===== config.mk =====
export PLATFORM = sky130hd
export DESIGN_NAME = lti_queue
export DESIGN_NICKNAME = d
export VERILOG_FILES = /design/src/hdl/lti_pkg.sv /design/src/hdl/lti_queue.sv
export SDC_FILE = /design/constraint.sdc
export NUM_CORES = 1
export LEC_CHECK = 0
export ABC_AREA = 0
export BUFFER_PORTS_ARGS = -buffer_cell sky130_fd_sc_hd__buf_2
export CAP_MARGIN = 10
export CORE_AREA = 2 2 39 41
export DETAILED_ROUTE_END_ITERATION = 8
export DIE_AREA = 0 0 41 43
export GPL_TIMING_DRIVEN = 0
export PLACE_DENSITY = 0.6
export SKIP_CTS_REPAIR_TIMING = 1
export SYNTH_ARGS = -nofsm -noshare
export SYNTH_HDL_FRONTEND = slang
export SYNTH_SLANG_ARGS = --single-unit
export TNS_END_PERCENT = 30

===== constraint.sdc =====
create_clock -name i_clk -period 2 [get_ports i_clk]
set_clock_uncertainty 0.15 [all_clocks]
set_input_delay 0.3 -clock i_clk [delete_from_list [all_inputs] [get_ports i_clk]]
set_output_delay 0.3 -clock i_clk [all_outputs]
set_load 0.02 [all_outputs]

===== src/hdl/lti_pkg.sv =====
`timescale 1ns / 1ps

package lti_pkg;

    // Widths of the turtle and configuration values
    localparam int Q_W       = 32;
    localparam int GREY_W    = 17;
    localparam int CFG_W     = 18;
    localparam int CFG_IDX_W = 2;
    localparam int SYM_W     = 8;
    localparam int KIND_W    = 2;

    // Saved-turtle stack
    localparam int STACK_DEPTH = 64;
    localparam int CNT_W       = $clog2(STACK_DEPTH + 1);
    localparam int ADDR_W      = $clog2(STACK_DEPTH);

    // Multiplier datapath: 32-bit vector times 19-bit signed coefficient
    localparam int COEF_W = 19;
    localparam int PROD_W = Q_W + COEF_W;
    localparam int ACC_W  = PROD_W + 2;
    localparam int GPROD_W = 2 * GREY_W;

    localparam logic signed [Q_W-1:0] DIR_ONE  = 32'sd65536;
    localparam logic [GREY_W-1:0]     GREY_ONE = 17'd65536;

    // Symbols acted on
    localparam logic [SYM_W-1:0] SYM_FWD   = 8'h46;  // F
    localparam logic [SYM_W-1:0] SYM_PUSH  = 8'h5B;  // [
    localparam logic [SYM_W-1:0] SYM_POP   = 8'h5D;  // ]
    localparam logic [SYM_W-1:0] SYM_PLUS  = 8'h2B;  // +
    localparam logic [SYM_W-1:0] SYM_MINUS = 8'h2D;  // -

    // Configuration register indexes
    localparam logic [CFG_IDX_W-1:0] CFG_COS    = 2'd0;
    localparam logic [CFG_IDX_W-1:0] CFG_SIN    = 2'd1;
    localparam logic [CFG_IDX_W-1:0] CFG_DSCALE = 2'd2;
    localparam logic [CFG_IDX_W-1:0] CFG_CSCALE = 2'd3;

    typedef enum logic [2:0] {
        OP_NOP,
        OP_FWD,
        OP_PUSH,
        OP_POP,
        OP_ROTP,
        OP_ROTM
    } t_op;

    typedef enum logic [KIND_W-1:0] {
        EV_SEG   = 2'd0,
        EV_UNDER = 2'd1,
        EV_OVER  = 2'd2
    } t_evt_kind;

    typedef enum logic [1:0] {
        BS_ISSUE,
        BS_WB_PUSH,
        BS_WB_ROT,
        BS_WB_POP
    } t_bstate;

    typedef struct packed {
        t_op  op;
        logic start;
    } t_cmd;

    typedef struct packed {
        logic                  we;
        logic [CFG_IDX_W-1:0]  idx;
        logic [CFG_W-1:0]      data;
    } t_cfg_wr;

    typedef struct packed {
        logic signed [Q_W-1:0] pos_x;
        logic signed [Q_W-1:0] pos_y;
        logic signed [Q_W-1:0] dir_x;
        logic signed [Q_W-1:0] dir_y;
        logic [GREY_W-1:0]     grey;
    } t_turtle;

    typedef struct packed {
        t_evt_kind             kind;
        logic signed [Q_W-1:0] start_x;
        logic signed [Q_W-1:0] start_y;
        logic signed [Q_W-1:0] end_x;
        logic signed [Q_W-1:0] end_y;
        logic [GREY_W-1:0]     grey;
    } t_evt;

    localparam t_turtle INIT_TURTLE = '{
        pos_x: '0, pos_y: '0, dir_x: '0, dir_y: DIR_ONE, grey: GREY_ONE
    };

    // Saturating signed add
    function automatic logic signed [Q_W-1:0] sat_add(
        input logic signed [Q_W-1:0] a,
        input logic signed [Q_W-1:0] b
    );
        logic signed [Q_W:0] s;
        s = {a[Q_W-1], a} + {b[Q_W-1], b};
        if (s[Q_W] != s[Q_W-1]) begin
            sat_add = s[Q_W] ? {1'b1, {(Q_W-1){1'b0}}} : {1'b0, {(Q_W-1){1'b1}}};
        end else begin
            sat_add = s[Q_W-1:0];
        end
    endfunction

    // Round a Q.32 sum to Q.16 (ties up), then saturate to 32 bits
    function automatic logic signed [Q_W-1:0] rnd_sat(
        input logic signed [ACC_W-1:0] p
    );
        logic signed [ACC_W-1:0] t;
        logic signed [ACC_W-1:0] q;
        t = p + ACC_W'(32768);
        q = t >>> 16;
        if ((&q[ACC_W-1:Q_W-1]) || !(|q[ACC_W-1:Q_W-1])) begin
            rnd_sat = q[Q_W-1:0];
        end else begin
            rnd_sat = q[ACC_W-1] ? {1'b1, {(Q_W-1){1'b0}}} : {1'b0, {(Q_W-1){1'b1}}};
        end
    endfunction

    // Round the grey product and clamp it to one
    function automatic logic [GREY_W-1:0] grey_rnd(
        input logic [GPROD_W-1:0] p
    );
        logic [GPROD_W:0]   t;
        logic [GPROD_W-16:0] q;
        t = {1'b0, p} + (GPROD_W+1)'(32768);
        q = t[GPROD_W:16];
        if (q > (GPROD_W-15)'(GREY_ONE)) begin
            grey_rnd = GREY_ONE;
        end else begin
            grey_rnd = q[GREY_W-1:0];
        end
    endfunction

endpackage


===== src/hdl/lti_queue.sv =====
`timescale 1ns / 1ps

module lti_queue import lti_pkg::*; (
    input  logic i_clk,
    input  logic i_rst_n,
    input  logic i_in_valid,
    output logic o_in_ready,
    input  t_cmd i_in,
    output logic o_out_valid,
    input  logic i_out_ready,
    output t_cmd o_out
);

    localparam int QDEPTH = 2;
    localparam int PTR_W  = $clog2(QDEPTH);
    localparam int QCNT_W = $clog2(QDEPTH + 1);

    t_cmd              r_q [QDEPTH];
    logic [PTR_W-1:0]  r_wr_ptr;
    logic [PTR_W-1:0]  r_rd_ptr;
    logic [QCNT_W-1:0] r_cnt;
    logic              push;
    logic              pop;

    assign o_in_ready  = (r_cnt != QCNT_W'(QDEPTH));
    assign o_out_valid = (r_cnt != '0);
    assign o_out       = r_q[r_rd_ptr];
    assign push        = i_in_valid && o_in_ready;
    assign pop         = o_out_valid && i_out_ready;

    // Advance pointers and fill count
    always_ff @(posedge i_clk) begin
        if (!i_rst_n) begin
            r_wr_ptr <= '0;
            r_rd_ptr <= '0;
            r_cnt    <= '0;
        end else begin
            if (push) begin
                r_wr_ptr <= (r_wr_ptr == PTR_W'(QDEPTH - 1)) ? '0 : r_wr_ptr + PTR_W'(1);
            end
            if (pop) begin
                r_rd_ptr <= (r_rd_ptr == PTR_W'(QDEPTH - 1)) ? '0 : r_rd_ptr + PTR_W'(1);
            end
            if (push && !pop) begin
                r_cnt <= r_cnt + QCNT_W'(1);
            end else if (pop && !push) begin
                r_cnt <= r_cnt - QCNT_W'(1);
            end
        end
    end

    // Store entries
    always_ff @(posedge i_clk) begin
        if (push) begin
            r_q[r_wr_ptr] <= i_in;
        end
    end

`ifndef SYNTH
    a_cnt_bound: assert property (@(posedge i_clk) disable iff (!i_rst_n)
        r_cnt <= QCNT_W'(QDEPTH))
        else $error("queue fill count beyond depth");
    a_cnt_up: assert property (@(posedge i_clk) disable iff (!i_rst_n)
        (push && !pop) |=> (r_cnt == $past(r_cnt) + QCNT_W'(1)))
        else $error("queue count missed a push");
    a_cnt_down: assert property (@(posedge i_clk) disable iff (!i_rst_n)
        (pop && !push) |=> (r_cnt == $past(r_cnt) - QCNT_W'(1)))
        else $error("queue count missed a pop");
`endif

endmodule


Word-level counts from Yosys, hierarchy flattened

Memory sizes are Yosys's and may differ from the RTL's. A register that Yosys moved wholly into a read port is not among the register bits.
Cells that the tools add are included.
W data, S select, Z words.

Add/sub/neg operators: 4
Equal/unequal tests: 1
Muxes and demuxes: 8
Reduce and logical (&&, ||, !) cells: 8

Operator list:

| cell                  | count |
|---|---|
| $mux W1               | 6 |
| $logic_and A1 B1 Y1   | 4 |
| $mux W2               | 2 |
| $reduce_bool A2 Y1    | 2 |
| $add A1 B1 Y1 const B | 2 |
| $add A2 B1 Y2 const B | 1 |
| $logic_not A1 Y1      | 2 |
| $ne A2 B2 Y1 const B  | 1 |
| $sub A2 B1 Y2 const B | 1 |

Flip-flop bits (word level): 4
Bits in writable memories: 8
Bits of input ports: 8
Output and inout bits: 6
Logic and storage cells: 25
Memories kept: 1

Memory list:

| name | words | bits a word | read ports | clocked after memory_dff | write ports | line            | source |
|---|---|---|---|---|---|---|---|
| r_q  | 2     | 4           | 1          | 1                        | 1           | lti_queue.sv:18 | `t_cmd r_q [QDEPTH];` |

Longest topological paths before layout

Word-level depth: 6
Gate-level depth with buffers: 6
Mapped depth without buffers: 6

Worst setup path after synthesis

No wires, ideal clock.

Path type: register -> register
From: register r_cnt[0]
To: register r_cnt[1]
Setup time: 0.070 ns
Arrival: 1.437 ns
Required time: 1.780 ns
Setup slack: 0.343 ns
Stages on the path, launching flop included: 6
Buffers on the path: 0
Period minus slack after synthesis: 1.657 ns
Cell sequence: dfxtp_1 > nand2b_4 > and2_1 > ha_1 > or3_1 > a21boi_1

Longest elaborated chain between the ends: 5
Elaborated cells on any way between the ends: 13
Classes of those cells: 2 x add/sub; 1 x eq/ne; 2 x mux; 8 x reduce/logical

Ends and longest elaborated chain:

| element                      | line            | source |
|---|---|---|
| start, declared              | lti_queue.sv:21 | `logic [QCNT_W-1:0] r_cnt;` |
| start signal, assigned       | lti_queue.sv:45 | `r_cnt <= r_cnt + QCNT_W'(1);` |
| start signal, assigned       | lti_queue.sv:47 | `r_cnt <= r_cnt - QCNT_W'(1);` |
| $ne A2 B2 Y1 (*)             | lti_queue.sv:25 | `assign o_in_ready = (r_cnt != QCNT_W'(QDEPTH));` |
| named net o_in_ready         | lti_queue.sv:7  | `output logic o_in_ready,` |
| $logic_and A1 B1 Y1 (*)      | lti_queue.sv:28 | `assign push = i_in_valid && o_in_ready;` |
| $logic_not A1 Y1             | lti_queue.sv:46 | `end else if (pop && !push) begin` |
| $logic_and A1 B1 Y1          | lti_queue.sv:46 |  |
| $reduce_bool A2 Y1 (no line) | --              |  |

Mark *: on every way through the listed nets, which the timed path passes. The rest lies on a longest branch. The select of a mux whose other input is x is not followed.
A chain may end at the register's enable or synchronous reset.

Final worst setup path

From: register r_cnt[0]
To: register r_cnt[1]

Longest elaborated chain between the ends: 5
Elaborated cells on any way between the ends: 13
Classes of those cells: 2 x add/sub; 1 x eq/ne; 2 x mux; 8 x reduce/logical

Ends and longest elaborated chain:

| element |
|---|
| parallel branches: the longest is 5 deep, another holds $sub A2 B1 Y2 |

Several ways; the timed one is not identified. The select of a mux whose other input is x is not followed.

==> flow_summary.ini <==
[synthesis]
synth-main-ff-cell = edfxtp_1
async_flop_share_pct = 0
synth_most_common_cell = edfxtp_1
ys_seq_area_share_pct = 64.45
yosys.cell_types.count = 18
synth-edff-count = 8
ys_warn_count = 0
synth.top_cell.area_share_pct = 45.50
yosys-top-cells-area = edfxtp_1, dfxtp_1, mux2_2, and2_1, xnor2_1
syn_inst = 36
syn_avg_cell_area_um2 = 14.67
synth_area_leader_cell = edfxtp_1
syn-cell-area_um2 = 528.0
yosys-top-cells-count = edfxtp_1, dfxtp_1, and2_1, mux2_2, xnor2_1
syn_nets = 45
ys_ff_latch = 13

[routing]
drtIter0Drc = 0
drc = 0
drt_first_pass_iters = 1
avgRoutedWirePerCell_um = 9.609
vias_per_cell = 4.391
ant_nets = 0
routed_wl_um = 663
vias = 303

[power]
pwr-share-clk_pct = 17.8
switching_power_uw = 265.8
p_seq_share_pct = 46.2
internal-power_uw = 575.9
switching_share_pct = 31.58
pwr_density_cell_nw_per_um2 = 1317
p_total_uw = 841.7
peakVddDrop_v = 0.0008154
combPwrFrac_pct = 36.0
cellLeakagePower_uw = 0.0002600

[floorplan]
core_area_um2 = 1384
io_pins = 14
start_util_pct = 38.16
dieWidth_um = 41
placement_rows = 14
die_y_um = 43
die_area_um2 = 1763

[sta]
hold_violations = 0
post-route-period-util_pct = 85.38
rsz0062_at_grt = no
relSlewSlack_pct = 86.22
tightestPinTransition_ns = 0.2054
drv_slew = 0
finalSetupTns_ns = 0
setup_viol = 0
max_freq_mhz = 585.6
holdWs_ns = 0.07426
period_minus_slack_ns = 1.708

[grt]
antenna_found_initial = 0
grt_use_total_pct = 10.43
grt_pass1_wl_mm = 1.166
grt_pass1_vias = 307
grt_start_max_net_pins = 8
overflow = 0

[critical_path]
cp.required_ns = 2.05
setup.worst_path.class = reg -> reg
critPathCaptureType = flop
ff2ff_path_depth = 5
worst_ep_arrival_time_ns = 1.75
path_max_fanout = 5
startpoint_type = flop

[cts]
clk_pin_slew_worst_paths_ns = 0.07
clk_path_buf_depth = 2
insertion_delay_ns = 0.26
htreeDepth = 1
cts_tree = yes
numCtsBuffers = 3
cts_root_buf = clkbuf_4
cts_sinks = 13

[outcome]
run_status = finished, final reports clean

[worst_hold_path]
hold-path-cell-count = 1
hp-class = in -> reg

[final_layout]
layout-drive-gt1-share_pct = 43.40
antenna_cells = 0
nNetsFinal = 63
area_delta_synth_final_pct = 21.09

[placement]
portBuffers = 13
dpl.hpwl_um = 540.6
place_congestion = 0.5619

[job]
cap_violations = 0
[layout by cell type, fill, tap and decap left out, types with 2 or more instances in the layout]
| cell type | count |
|---|---|
| xnor2_1 | 2 |
| buf_2 | 13 |
| mux2_2 | 4 |
| dfxtp_1 | 5 |
| and2_1 | 4 |
| clkbuf_4 | 3 |
| edfxtp_1 | 8 |
[power groups by stage]
| stage | Clock, µW | Combinational, µW | Sequential, µW |
|---|---|---|---|
| 6_report | 150 | 303 | 389 |
| 5_1_grt | 168 | 341 | 402 |
| 4_1_cts | 158 | 308 | 390 |
| 3_5_place_dp | 0 | 305 | 397 |
| 3_3_place_gp | 0 | 302 | 396 |
| 2_1_floorplan | 0 | 239 | 386 |
[critical path, stage by stage, from the launching register on]
cell and delay [ns]:
dfxtp_1 0.36, nand2b_4 0.17, and2_1 0.16, ha_1 0.31
or3_1 0.35, a21boi_1 0.14
[state kept, by name, indices dropped and copies added (netlist names), named ones only]
register  cells
r_wr_ptr      1
r_q           8
r_cnt         2
r_rd_ptr      1
[per-stage QoR]
step	setup WS [ns]	std cells	instance area (µm²)	utilization, %
after floorplan	0.3427	36	528.0	-
after global placement	0.3093	65	613.1	44.30
after detailed placement	0.3087	65	613.1	44.30
after CTS	0.2813	69	639.4	46.20
after global routing	0.1825	69	639.4	46.20
final	0.2924	69	639.4	46.20
[layer usage]
metal  wire [µm]  global-route usage (%)
met3          46                   3.141
met2         336                   16.25
met1         272                   9.898
met4           8                   10.00
met5           0                       0
[area by class of cell]
cell class | count | area (µm²)
fill | 141 | 744.5
sequential | 13 | 340.3
multi-input combinational | 22 | 183.9
timing repair buffer | 13 | 65.06
clock buffer | 4 | 26.28
tap | 16 | 20.02
inverter | 1 | 3.754
[final timing paths]
| check | slack [ns] | startpoint | to |
|---|---|---|---|
| setup reg to reg | 0.29 | r_cnt[0]$_SDFFE_PN0P_ | r_cnt[1]$_SDFFE_PN0P_ |
| hold / removal | 0.07 | i_in[2] | r_q[0][2]$_DFFE_PP_ |
| setup / recovery | 0.29 | r_cnt[0]$_SDFFE_PN0P_ | r_cnt[1]$_SDFFE_PN0P_ |
| hold reg to reg | 0.40 | r_cnt[1]$_SDFFE_PN0P_ | r_cnt[1]$_SDFFE_PN0P_ |
[logic make-up (layout without fill, tap and decap cells)]
logic type	Yosys count	count (layout)	share of synthesized area, %
AND/OR/NAND/NOR	9	9	12.32
AO/OA/AOI/OAI	5	5	6.634
flip-flops	13	13	64.46
multiplexers	4	4	8.530
buffers and inverters	1	18	0.7102
adder cells (fa/ha/maj)	1	1	2.369
XOR/XNOR	3	3	4.977
(Power assumes the default switching activity.)
