**config.mk**
```make
export PLATFORM = sky130hd
export DESIGN_NAME = lti_front_flat
export DESIGN_NICKNAME = d
export VERILOG_FILES = /design/src/hdl/lti_pkg.sv /design/src/hdl/lti_ifs.sv /design/src/hdl/lti_front.sv /design/src/flat_wrapper.sv
export SDC_FILE = /design/constraint.sdc
export NUM_CORES = 1
export LEC_CHECK = 0
export ABC_AREA = 1
export BUFFER_PORTS_ARGS = -buffer_cell sky130_fd_sc_hd__buf_2
export CORE_AREA = 2 2 39 41
export DETAILED_ROUTE_END_ITERATION = 16
export DIE_AREA = 0 0 41 43
export PLACE_DENSITY_LB_ADDON = 0.08
export SLEW_MARGIN = 20
export SYNTH_ARGS = -nofsm -noshare
export SYNTH_HDL_FRONTEND = slang
export SYNTH_SLANG_ARGS = --single-unit
```
**constraint.sdc**
```tcl
create_clock -name i_clk -period 1.5 [get_ports i_clk]
set_input_delay 0.075 -clock i_clk [delete_from_list [all_inputs] [get_ports i_clk]]
set_output_delay 0.075 -clock i_clk [all_outputs]
set_load 0.02 [all_outputs]
```
**src/hdl/lti_pkg.sv**
```systemverilog
`timescale 1ns / 1ps

package lti_pkg;

    // Widths of the turtle and configuration values
    localparam int Q_W       = 32;
    localparam int GREY_W    = 17;
    localparam int CFG_W     = 18;
    localparam int CFG_IDX_W = 2;
    localparam int SYM_W     = 8;
    localparam int KIND_W    = 2;

    // Saved-turtle stack
    localparam int STACK_DEPTH = 64;
    localparam int CNT_W       = $clog2(STACK_DEPTH + 1);
    localparam int ADDR_W      = $clog2(STACK_DEPTH);

    // Multiplier datapath: 32-bit vector times 19-bit signed coefficient
    localparam int COEF_W = 19;
    localparam int PROD_W = Q_W + COEF_W;
    localparam int ACC_W  = PROD_W + 2;
    localparam int GPROD_W = 2 * GREY_W;

    localparam logic signed [Q_W-1:0] DIR_ONE  = 32'sd65536;
    localparam logic [GREY_W-1:0]     GREY_ONE = 17'd65536;

    // Symbols acted on
    localparam logic [SYM_W-1:0] SYM_FWD   = 8'h46;  // F
    localparam logic [SYM_W-1:0] SYM_PUSH  = 8'h5B;  // [
    localparam logic [SYM_W-1:0] SYM_POP   = 8'h5D;  // ]
    localparam logic [SYM_W-1:0] SYM_PLUS  = 8'h2B;  // +
    localparam logic [SYM_W-1:0] SYM_MINUS = 8'h2D;  // -

    // Configuration register indexes
    localparam logic [CFG_IDX_W-1:0] CFG_COS    = 2'd0;
    localparam logic [CFG_IDX_W-1:0] CFG_SIN    = 2'd1;
    localparam logic [CFG_IDX_W-1:0] CFG_DSCALE = 2'd2;
    localparam logic [CFG_IDX_W-1:0] CFG_CSCALE = 2'd3;

    typedef enum logic [2:0] {
        OP_NOP,
        OP_FWD,
        OP_PUSH,
        OP_POP,
        OP_ROTP,
        OP_ROTM
    } t_op;

    typedef enum logic [KIND_W-1:0] {
        EV_SEG   = 2'd0,
        EV_UNDER = 2'd1,
        EV_OVER  = 2'd2
    } t_evt_kind;

    typedef enum logic [1:0] {
        BS_ISSUE,
        BS_WB_PUSH,
        BS_WB_ROT,
        BS_WB_POP
    } t_bstate;

    typedef struct packed {
        t_op  op;
        logic start;
    } t_cmd;

    typedef struct packed {
        logic                  we;
        logic [CFG_IDX_W-1:0]  idx;
        logic [CFG_W-1:0]      data;
    } t_cfg_wr;

    typedef struct packed {
        logic signed [Q_W-1:0] pos_x;
        logic signed [Q_W-1:0] pos_y;
        logic signed [Q_W-1:0] dir_x;
        logic signed [Q_W-1:0] dir_y;
        logic [GREY_W-1:0]     grey;
    } t_turtle;

    typedef struct packed {
        t_evt_kind             kind;
        logic signed [Q_W-1:0] start_x;
        logic signed [Q_W-1:0] start_y;
        logic signed [Q_W-1:0] end_x;
        logic signed [Q_W-1:0] end_y;
        logic [GREY_W-1:0]     grey;
    } t_evt;

    localparam t_turtle INIT_TURTLE = '{
        pos_x: '0, pos_y: '0, dir_x: '0, dir_y: DIR_ONE, grey: GREY_ONE
    };

    // Saturating signed add
    function automatic logic signed [Q_W-1:0] sat_add(
        input logic signed [Q_W-1:0] a,
        input logic signed [Q_W-1:0] b
    );
        logic signed [Q_W:0] s;
        s = {a[Q_W-1], a} + {b[Q_W-1], b};
        if (s[Q_W] != s[Q_W-1]) begin
            sat_add = s[Q_W] ? {1'b1, {(Q_W-1){1'b0}}} : {1'b0, {(Q_W-1){1'b1}}};
        end else begin
            sat_add = s[Q_W-1:0];
        end
    endfunction

    // Round a Q.32 sum to Q.16 (ties up), then saturate to 32 bits
    function automatic logic signed [Q_W-1:0] rnd_sat(
        input logic signed [ACC_W-1:0] p
    );
        logic signed [ACC_W-1:0] t;
        logic signed [ACC_W-1:0] q;
        t = p + ACC_W'(32768);
        q = t >>> 16;
        if ((&q[ACC_W-1:Q_W-1]) || !(|q[ACC_W-1:Q_W-1])) begin
            rnd_sat = q[Q_W-1:0];
        end else begin
            rnd_sat = q[ACC_W-1] ? {1'b1, {(Q_W-1){1'b0}}} : {1'b0, {(Q_W-1){1'b1}}};
        end
    endfunction

    // Round the grey product and clamp it to one
    function automatic logic [GREY_W-1:0] grey_rnd(
        input logic [GPROD_W-1:0] p
    );
        logic [GPROD_W:0]   t;
        logic [GPROD_W-16:0] q;
        t = {1'b0, p} + (GPROD_W+1)'(32768);
        q = t[GPROD_W:16];
        if (q > (GPROD_W-15)'(GREY_ONE)) begin
            grey_rnd = GREY_ONE;
        end else begin
            grey_rnd = q[GREY_W-1:0];
        end
    endfunction

endpackage

```
**src/hdl/lti_ifs.sv**
```systemverilog
`timescale 1ns / 1ps

interface lti_sym_if import lti_pkg::*; ();
    logic             valid;
    logic             ready;
    logic [SYM_W-1:0] symbol;
    logic             start_new;

    modport source(output valid, output symbol, output start_new, input ready);
    modport sink(input valid, input symbol, input start_new, output ready);
endinterface


```
**src/hdl/lti_front.sv**
```systemverilog
`timescale 1ns / 1ps

module lti_front import lti_pkg::*; (
    input  logic          i_clk,
    input  logic          i_rst_n,
    lti_sym_if.sink       i_sym,
    output logic          o_cmd_valid,
    input  logic          i_cmd_ready,
    output t_cmd          o_cmd
);

    logic r_valid;
    t_cmd r_cmd;
    logic n_valid;
    t_cmd n_cmd;
    t_op  dec_op;

    // Decode the symbol into an operation
    always_comb begin
        unique case (i_sym.symbol)
            SYM_FWD:   dec_op = OP_FWD;
            SYM_PUSH:  dec_op = OP_PUSH;
            SYM_POP:   dec_op = OP_POP;
            SYM_PLUS:  dec_op = OP_ROTP;
            SYM_MINUS: dec_op = OP_ROTM;
            default:   dec_op = OP_NOP;
        endcase
    end

    assign i_sym.ready = !r_valid || i_cmd_ready;

    // Hold the decoded item; drop ignored symbols that do not restart the turtle
    always_comb begin
        n_valid = r_valid && !i_cmd_ready;
        n_cmd   = r_cmd;
        if (i_sym.valid && i_sym.ready) begin
            n_valid   = (dec_op != OP_NOP) || i_sym.start_new;
            n_cmd.op    = dec_op;
            n_cmd.start = i_sym.start_new;
        end
    end

    always_ff @(posedge i_clk) begin
        if (!i_rst_n) begin
            r_valid <= 1'b0;
        end else begin
            r_valid <= n_valid;
        end
    end

    always_ff @(posedge i_clk) begin
        r_cmd <= n_cmd;
    end

    assign o_cmd_valid = r_valid;
    assign o_cmd       = r_cmd;

endmodule

```
**src/flat_wrapper.sv**
```systemverilog
// flat-port wrapper written by rule: the top's interface ports become plain ports
module lti_front_flat import lti_pkg::*;
  (i_clk, i_rst_n, o_cmd_valid, i_cmd_ready, o_cmd, i_sym_valid, i_sym_symbol, i_sym_start_new, i_sym_ready);
  lti_sym_if i_sym_i ();
  input  logic i_clk;
  input  logic i_rst_n;
  output logic o_cmd_valid;
  input  logic i_cmd_ready;
  output t_cmd o_cmd;
  input wire logic [$bits(i_sym_i.valid)-1:0] i_sym_valid;
  input wire logic [$bits(i_sym_i.symbol)-1:0] i_sym_symbol;
  input wire logic [$bits(i_sym_i.start_new)-1:0] i_sym_start_new;
  output wire logic [$bits(i_sym_i.ready)-1:0] i_sym_ready;
  assign i_sym_i.valid = i_sym_valid;
  assign i_sym_i.symbol = i_sym_symbol;
  assign i_sym_i.start_new = i_sym_start_new;
  assign i_sym_ready = i_sym_i.ready;
  lti_front u_core (.i_clk(i_clk), .i_rst_n(i_rst_n), .i_sym(i_sym_i), .o_cmd_valid(o_cmd_valid), .i_cmd_ready(i_cmd_ready), .o_cmd(o_cmd));
endmodule
```
After elaboration in Yosys (flattened, before gate mapping):

Cells that the tools add are included.

* mux-type cells: 2
* eq/ne operators: 5
* reductions and logical operators: 7

Operator list (number)
* == test 8 x 7 -> 1 bit, second input constant: 3
* == test 8 x 6 -> 1 bit, second input constant: 2
* case mux 3 bit (5 select lines): 1
* nonzero test 3 bit: 1
* logical AND 1 bit: 2
* logical NOT 1 bit: 2
* logical OR 1 bit: 2
* 2-to-1 mux 1 bit: 1

* output and inout port bits: 6
* register bits after elaboration: 5
* input bits: 13
* word-level logic and storage cells: 17

Longest topological paths before layout:

Gate-level depths: netlist of run 1.

* depth in word-level cells: 5
* mapped depth: 8
* mapped depth without buffers: 8

Worst setup path after synthesis of run 1:

No wires, ideal clock.

* path kind: flip-flop to flip-flop
* start point: register u_core.r_valid (netlist: u_core.o_cmd_valid)
* end point: register u_core.r_cmd (netlist bit u_core.o_cmd[0]) (enable)
* data arrival time: 0.771 ns
* cell stages (with the launch flop): 2
* library setup time: 0.365 ns
* buffers on the path: 0
* period minus slack after synthesis: 1.136 ns
* required time: 1.135 ns
* path slack: 0.364 ns
* cells stage by stage: dfxtp_1 -> a21boi_0

* word-level cells in the longest chain between the ends: 3

Ends and longest elaborated chain
* from (decl): RTL line lti_front.sv:12 `logic r_valid;`
* from (signal assigned): RTL line lti_front.sv:47 `r_valid <= n_valid;`
* logical NOT 1 bit: RTL line lti_front.sv:30 `assign i_sym.ready = !r_valid || i_cmd_ready;`
* logical OR 1 bit: RTL line lti_front.sv:30
* logical AND 1 bit: RTL line lti_front.sv:36 `if (i_sym.valid && i_sym.ready) begin`
* to (signal assigned): RTL line lti_front.sv:52 `r_cmd <= n_cmd;`
* to (decl): RTL line lti_front.sv:13 `t_cmd r_cmd;`

No other way between the ends.
A chain may end at the register's enable or synchronous reset.

Worst setup path in the final report of run 1:

* start point: register u_core.r_valid (netlist: u_core.o_cmd_valid)
* end point: register u_core.r_cmd (netlist bit u_core.o_cmd[3]) (enable)

Same word-level chain as after synthesis.

==> results.md, run 1 <==
* Register area share after synthesis at between 40% and 50%
* Fin util at between 30% and 40%
* Total GRT Usage at roughly 8.6%
* TritonCTS Buffers at 3
* Drt total wl at between 500 and 600 um
* Pre-antenna DRT Iters at 4
* Post-Synth XOR/XNOR Area at 0%
* Largest family of logic cells by synthesized area: simple AND/OR/NAND/NOR gates
* CTS tree: yes
* Worst setup SP type: flop
* First-pass GRT wire length at roughly 970 um
* Fmax achieved at 1080 MHz
* Critical path type: flop to flop
* HP Class: primary input to flop
* LEAKAGE at between 0.2 and 0.25 nW
* DIE WIDTH at 41 um
* Final Hold Viols at 0
* Worst Path Arrival at 0.88 ns
* VDD IR-drop max at around 250 uV
* Core area at 1380 um^2
* GPL Wtd Cong at approximately 0.67
* FILL cells at 170
* Design area at 448 um^2
* Clock buffer depth at 2
* Crit-path cells: a21boi_0 > buf_4
* Area of the mapped netlist at slightly above 300 um^2
* IO Pins at 19
* DRT iter0 DRCs at 4
* Vias at ~320
* Seq cells post-synth at 5
* Crit. End Element: flop
* ANT cells at 0
* Fin Setup TNS at 0 ns
* Hold slack at around 0.037 ns
* Netlist cell types at 11
* Layout cells sized above 1 at about a third
* Largest net degree at the start of global routing at 5
* Worst clock skew at 0.00315 ns
* Compound-gate portion of the synthesized area at 9.05%
* Max-Slew Margin vs Limit at approximately 90%
* Buffers on Ports at 18
* Top Family by Delay on Critical Path: flip-flops
* Nets in the synthesized netlist at 57
* Buffers & Inverters on Critical Path at 1
* Post-DP HPWL at 505 um
* CTS sink cnt at 5
* Status: complete, no violations
* Max Cap Viol at 0
* Mux share of post-synthesis cell area at 0%
* Root buffer cell: clkbuf_4
* Mean post-synth cell area at 6.91 um^2
* Slew Limit Fails at 0
* Remaining global-route overflow at 0
* Hold buffers post-CTS at 0
* Synthesis Warnings at 0
* Place WS at about 0.58 ns
* Worst hold path depth at 1
* Flop2flop setup slack at slightly below 0.6 ns
* Routed len/inst at between 7 and 8 um
* Synth area leader: edfxtp_1
* Crit Reg-Reg Startpoint: u_core.o_cmd_valid
* Crit Path Max Fanout at 4
* Routed vias/inst at between 3 and 4
* Area post-placement at about 420 um^2
* Hold path startpoint: i_sym_start_new
* Vias in the first global route at 275
* PD cells at about 850 nW/um^2
* Clock Latency Late Sink at approximately 0.24 ns
* Post-synthesis cell count at 44
* Synth area leaders: edfxtp_1 40%, nand2_1 16%, inv_1 12%
* H-tree levels at 1
* RSZ-0062 raised after global routing: no
* Synth Area in Simple Gates at 32.5%
* Setup violators final at 0
* Slowest stage delay, CP at slightly above 0.3 ns
* Post-CTS Setup Bufs at 0
* Inst Count DP at 79
* Top-area cell type share of the netlist area at roughly 40%
* Synth Area in Adders at 0%
* CP Data Required Time at 1.45 ns
* Die Ht at about 43 um
* Worst Slack Setup Final at 0.576 ns
* Worst r2r dst: u_core.o_cmd[3]
* Cts repair resizes at 0
* Pwr Total at approximately 380 uW
* Final #Nets at between 80 and 90
* Die ar. at 1760 um^2
* Clk slew on worst S/H paths at approximately 0.04 ns
* P&R area growth vs syn at 47.3%
* Slowest CP cell: dfxtp_1
* Residual DRC at 0
* Hold Path End: u_core.o_cmd[0]
* Crit share post-route at 61.6%
* Non-Filler Instances at 83
* Row cnt at 14
* Period minus WS final at between 0.9 and 1 ns
* Antenna violations before repair at 0
* Starting density of the core at between 20 and 25%
* FF-to-FF path depth at 2
* Slew @ Worst Pin at 0.154 ns
* Final ANT Viol Nets at 0
## cells in the mapped netlist
library cell and number:
a21oi_2 1, nand2_1 13, o21ai_1 1, nor2_1 9, a21boi_0 1, edfxtp_1 4
inv_1 10, nand4_1 1, nor3_1 2, o22ai_1 1, dfxtp_1 1
## power breakdown
part / switching [mW] / leakage [nW] / internal [mW]
combinational: 0.0384 / 0.180 / 0.0278
clock: 0.0535 / 0.0150 / 0.100
sequential: 0.00182 / 0.0490 / 0.157
## routing by layer
| layer | global-route usage, % | up-vias | part of all wire, % |
|---|---|---|---|
| met1 | 9.71 | 125 | 41 |
| li1 | - | 181 | - |
| met5 | 0 | - | 0 |
| met4 | 12.0 | 0 | 3.2 |
| met2 | 11.6 | 10 | 50 |
| met3 | 0 | 2 | 5.0 |
## worst max path at each step
stage                       start              end  cells after the start
2_1_floorplan  u_core.o_cmd_valid  u_core.o_cmd[0]                      1
5_1_grt        u_core.o_cmd_valid  u_core.o_cmd[3]                      2
3_3_place_gp   u_core.o_cmd_valid  u_core.o_cmd[3]                      2
6_report       u_core.o_cmd_valid  u_core.o_cmd[3]                      2
4_1_cts        u_core.o_cmd_valid  u_core.o_cmd[3]                      2
3_5_place_dp   u_core.o_cmd_valid  u_core.o_cmd[3]                      2
## sequential cells by signal, summed over array words and instances (netlist names)
register	flops
u_core.o_cmd	4
u_core.o_cmd_valid	1
## layout by cell type, fill, tap and decap left out
| cell type | instances |
|---|---|
| clkbuf_1 | 1 |
| edfxtp_1 | 4 |
| dfxtp_1 | 1 |
| a21oi_2 | 1 |
| a21boi_0 | 1 |
| nand2_1 | 13 |
| o22ai_1 | 1 |
| nand4_1 | 1 |
| buf_2 | 18 |
| nor3_1 | 2 |
| nor2_1 | 9 |
| clkbuf_4 | 3 |
| o21ai_1 | 1 |
| buf_4 | 1 |
| inv_1 | 10 |
## cell type report
cell class                      instances  area [um^2]  share of cell area [%]
Inverter                               10         37.5                    8.38
Sequential cell                         5          140                    31.3
Tap cell                               16         20.0                    4.47
Multi-Input combinational cell         29          126                    28.2
Clock buffer                            4         26.3                    5.87
Timing Repair Buffer                   19         97.6                    21.8
## cells by family (layout without fill, tap and decap cells)
| logic type | Yosys count | count (layout) |
|---|---|---|
| and+or+nand+nor | 25 | 25 |
| buffers and inverters | 10 | 33 |
| DFF | 5 | 5 |
| AOI/OAI and AO/OA | 4 | 4 |
No activity file was read; power rests on OpenSTA's default activity.
==> inputs of run 2 (changes only) <==
==> constraint.sdc (replaced) <==
create_clock -name i_clk -period 0.8 [get_ports i_clk]
set_input_delay 0.04 -clock i_clk [delete_from_list [all_inputs] [get_ports i_clk]]
set_output_delay 0.04 -clock i_clk [all_outputs]
set_load 0.02 [all_outputs]
==> run 2 against run 1 <==
Compared with the run above: power rose by 93%; cell count up 2.4%; non-clock buffer count grew 2; die area stayed put; critical endpoint is now i_sym_ready; global-route usage rose by 0.70 points; worst hold slack worse by 0.020 ns; first-iteration DRC count grew 100%; highest routed layer unchanged; via count increased by 4.4%; combinational power up 130%; the flow now finishes with violations (setup timing); register-to-register slack worse by 0.60 ns; cell area increased by 15%.
==> results.md, run 2 (synthesis gave the netlist of run 1 again) <==
* Max-Slew Margin vs Limit at roughly nine tenths
* DIE WIDTH at between 40 and 50 um
* Slowest stage delay, CP at ~0.34 ns
* Most frequent cells in the layout: 14 x buf_2, 12 x nand2_1, 10 x inv_1
* Routed len/inst at ~7.0 um
* VDD IR-drop max at between 500 and 600 uV
* Slew @ Worst Pin at between 0.15 and 0.2 ns
* Post-DP HPWL at 524 um
* Residual DRC at 0
* CP most frequent cell: buf_6
* Area of the multi-input gates at about 150 um^2
* Int Pwr at roughly 560 uW
* Remaining global-route overflow at 0
* Hold slack at around 0.016 ns
* LEAKAGE at around 0.28 nW
* Crit share post-route at 112%
* Status: finished, violations left
* Critical path type: flop to output pin
* CTS sink cnt at 5
* Period minus WS final at ~0.90 ns
* Max reg flops at 4
* Clock buffer depth at 2
* Sw Share at 24.2%
* Antenna violations before repair at 0
* Row cnt at 14
* Drt total wl at roughly 590 um
* Pwr Total at ~730 uW
* Worst Slack Setup Final at -0.0993 ns
* Crit Path Max Fanout at 2
* Fmax achieved at around 1100 MHz
* Worst Path Arrival at roughly 0.86 ns
* Vias in the first global route at about 310
* Slowest CP cell: dfxtp_4
* Clock power frac at 38.4%
* Fin Setup TNS at -0.260 ns
* Final #Nets at 83
* Root buffer cell: clkbuf_4
* Clock Latency Late Sink at around 0.24 ns
* Pre-antenna DRT Iters at 4
* Failing checks: setup timing
* Place WS at -0.0196 ns
* Worst setup SP type: flop
* FF/Latch Area at 144 um^2
* Final Hold Viols at 0
* Setup violators final at 6
* Vias at between 300 and 400
* H-tree levels at 1
* RSZ-0062 raised after global routing: yes
* Commonest non-fill, non-tap cell in the layout: buf_2
* ANT cells at 0
* Routed vias/inst at between 3 and 4
* DRT iter0 DRCs at 8
* Comb power frac at 20.6%
* HP Class: primary input to flop
* Final ANT Viol Nets at 0
* Total GRT Usage at 9.26%
* CTS tree: yes
* Core area at between 1000 and 1500 um^2
* Starting density of the core at around 22%
* Layout cells sized above 1 at 39.1%
* Total net switching power at roughly 180 uW
* GPL Wtd Cong at approximately 0.66
* Max Cap Viol at 0
* Largest net degree at the start of global routing at 5
* Buffers on Ports at 18
* FILL cells at about 150
* Worst clock skew at roughly 0.0019 ns
* Crit. End Element: output pin
* P&R area growth vs syn at 70.0%
* Reg power frac at 41.0%
* Flop2flop setup slack at -0.02 ns
* CP Data Required Time at between 0.7 and 0.8 ns
* Die ar. at between 1500 and 2000 um^2
* PD cells at roughly 1400 nW/um^2
* IO Pins at 19
* Fin util at between 30% and 40%
* Crit-path cells: buf_6 > nand2_4 > buf_6
* First-pass GRT wire length at approximately 1000 um
* TritonCTS Buffers at 3
* Slew Limit Fails at 0
* Die Ht at 43 um
* Clk slew on worst S/H paths at 0.04 ns
==> run 2: worst max-delay path: cells and delay by family, from the launching register on <==
kind	cells	cell delay, ns
and+or+nand+nor	1	0.06
DFF	1	0.34
buffers and inverters	2	0.22
==> run 2: cell type report <==
type | count | area share (%)
multi-input cells | 29 | 28.1
flip-flops and latches | 5 | 27.8
repair buffers | 21 | 27.8
inverters | 10 | 7.26
clock buffers | 4 | 5.08
well taps | 16 | 3.87
==> run 2: final timing paths <==
kind                           start                 end  depth (start not counted)
hold / removal               i_rst_n  u_core.o_cmd_valid                          3
setup / recovery  u_core.o_cmd_valid         i_sym_ready                          3
setup reg to reg  u_core.o_cmd_valid     u_core.o_cmd[0]                          1
hold reg to reg   u_core.o_cmd_valid     u_core.o_cmd[1]                          1
==> run 2: metal layers <==
layer	wire [um]	vias up	GRT usage (%)
met5	0	-	0
met4	19	0	12.0
met3	36	2	1.57
met2	312	11	13.4
met1	224	131	9.06
li1	-	188	-
==> run 2: per-stage QoR <==
stage          instances  cell area, um^2
2_1_floorplan         44              319
3_3_place_gp          79              437
3_5_place_dp          79              437
4_1_cts               85              498
5_1_grt               85              517
6_report              85              517
==> run 2: what timing repair did <==
action,in CTS,in global routing
buffers inserted,1,0
resized for setup,5,6
hold buffers,1,0
hold endpoints to repair,1,0
pin swaps,0,1
endpoints found under the setup margin,6,11
==> run 2: power by group through the flow <==
stage,Sequential [mW],Combinational [mW],Clock [mW]
2_1_floorplan,0.320,0.0532,0
3_3_place_gp,0.302,0.132,0
3_5_place_dp,0.302,0.131,0
4_1_cts,0.299,0.146,0.299
5_1_grt,0.302,0.173,0.308
6_report,0.300,0.151,0.281
==> inputs of run 3 (changes only) <==
--- a/config.mk
+++ b/config.mk
@@ -10,7 +10,7 @@
 export CORE_AREA = 2 2 39 41
 export DETAILED_ROUTE_END_ITERATION = 16
 export DIE_AREA = 0 0 41 43
-export PLACE_DENSITY_LB_ADDON = 0.08
+export PLACE_DENSITY = 0.47
 export SLEW_MARGIN = 20
 export SYNTH_ARGS = -nofsm -noshare
 export SYNTH_HDL_FRONTEND = slang
==> run 3 against run 2 <==
Compared with the run above: the flow still finishes with violations (setup timing); fmax is 1.2% lower; non-clock buffer count stayed put; wire length is 9.4% higher; critical path type unchanged; critical path depth stayed put; highest routed layer unchanged; largest power group unchanged; worst setup slack worse by 0.010 ns; cell area stayed put.
==> results.md, run 3 (synthesis gave the netlist of run 1 again) <==
* WL met2 at 338 um
* Clock buffer depth at 2
* Worst Path Arrival at between 0.8 and 0.9 ns
* ANT cells at 0
* H-tree levels at 1
* IO Pins at 19
* Max Used Layer: met4
* RSZ-0062 raised after global routing: yes
* First-pass GRT wire length at about 1100 um
* Worst Slack Setup Final at -0.110 ns
* Period minus WS final at about 0.91 ns
* Fin util at approximately 37%
* Clk slew on worst S/H paths at 0.04 ns
* Buffers on Ports at 18
* Crit share post-route at 114%
* Metal3 WL at about 49 um
* PD cells at 1420 nW/um^2
* Max reg flops at 4
* Final ANT Viol Nets at 0
* CTS sink cnt at 5
* DRT iter0 DRCs at 1
* Worst setup SP type: flop
* Failing checks: setup timing
* Row cnt at 14
* Crit. End Element: output pin
* VDD IR-drop max at approximately 460 uV
* TritonCTS Buffers at 3
* Pwr Total at around 730 uW
* Status: finished, violations left
* Drt total wl at 649 um
* DIE WIDTH at 41 um
* Root buffer cell: clkbuf_4
* Largest net degree at the start of global routing at 5
* Pre-antenna DRT Iters at 2
* P&R area growth vs syn at 70.0%
* Die ar. at about 1800 um^2
* CTS tree: yes
* Clock Latency Late Sink at ~0.23 ns
* Die Ht at 43 um
* Core area at between 1000 and 1500 um^2
* Setup violators final at 6
* Final #Nets at 83
* Critical path type: flop to output pin
* Post-DP HPWL at between 500 and 600 um
* Routed vias/inst at ~4.0
* Slew @ Worst Pin at 0.171 ns
* Commonest non-fill, non-tap cell in the layout: buf_2
* Flop2flop setup slack at -0.03 ns
* LEAKAGE at around 0.28 nW
* Layout cells sized above 1 at between 30% and 40%
* Vias in the first global route at ~320
* Worst clock skew at slightly above 0.0001 ns
* Remaining global-route overflow at 0
* Fmax achieved at ~1100 MHz
* Max Cap Viol at 0
* Final Hold Viols at 0
* Total GRT Usage at under 10%
* Antenna violations before repair at 0
* CP Data Required Time at roughly 0.76 ns
* Crit Path Max Fanout at 2
* Slew Limit Fails at 0
* Starting density of the core at between 20% and 30%
* Vias at 343
* Post-Route M1 WL at approximately 240 um
* Max-Slew Margin vs Limit at 88.5%
* Residual DRC at 0
* Most frequent cells in the layout: 14 x buf_2, 12 x nand2_1, 10 x inv_1
* GPL Wtd Cong at about 0.7
* HP Class: primary input to flop
* Routed len/inst at between 7 and 8 um
-- run 3: area by class of cell --
cell class                      instances  area [um^2]
Fill cell                             153          867
Multi-Input combinational cell         29          145
Sequential cell                         5          144
Timing Repair Buffer                   21          144
Inverter                               10         37.5
Clock buffer                            4         26.3
Tap cell                               16         20.0
-- run 3: worst paths after layout --
kind | from | end | cells after the start
max | u_core.o_cmd_valid | i_sym_ready | 3
min | i_rst_n | u_core.o_cmd_valid | 3
max reg2reg | u_core.o_cmd_valid | u_core.o_cmd[2] | 1
min reg2reg | u_core.o_cmd_valid | u_core.o_cmd[0] | 1
-- run 3: critical path, cell delays in order, from the launching register on --
cell and delay [ns]:
dfxtp_4 0.34, buf_6 0.12, nand2_4 0.06, buf_6 0.11
-- run 3: report_power, final --
part | leakage, nW | total (mW) | switching (mW) | internal (mW)
registers | 0.0496 | 0.301 | 0.00652 | 0.294
clock network | 0.0150 | 0.281 | 0.0929 | 0.188
logic | 0.213 | 0.153 | 0.0788 | 0.0742
-- run 3: timing repair --
| item | in CTS | in global routing |
|---|---|---|
| pin swaps | 1 | 0 |
| hold buffers | 1 | 0 |
| endpoints found under the setup margin | 6 | 10 |
| setup buffers | 1 | 0 |
| endpoints found under the hold margin | 1 | 0 |
| gates resized for setup | 5 | 6 |
-- run 3: stage by stage --
step | std cells | setup slack (ns) | TNS (ns) | hold WS (ns) | instance area (um^2)
after floorplan | 44 | -0.0297 | -0.119 | 0.139 | 319
after global routing | 85 | -0.136 | -0.529 | 0.0369 | 517
after detailed placement | 79 | -0.0256 | -0.104 | 0.235 | 437
after CTS | 85 | -0.111 | -0.343 | 0.0103 | 498
after global placement | 79 | -0.0158 | -0.0631 | 0.246 | 437
final | 85 | -0.110 | -0.294 | 0.0176 | 517
-- run 3: per-layer routing --
| metal | global-route usage (%) | vias to the layer above |
|---|---|---|
| met4 | 10.0 | 0 |
| met1 | 9.84 | 144 |
| met3 | 3.66 | 2 |
| met5 | 0 | - |
| met2 | 14.4 | 11 |
| li1 | - | 186 |
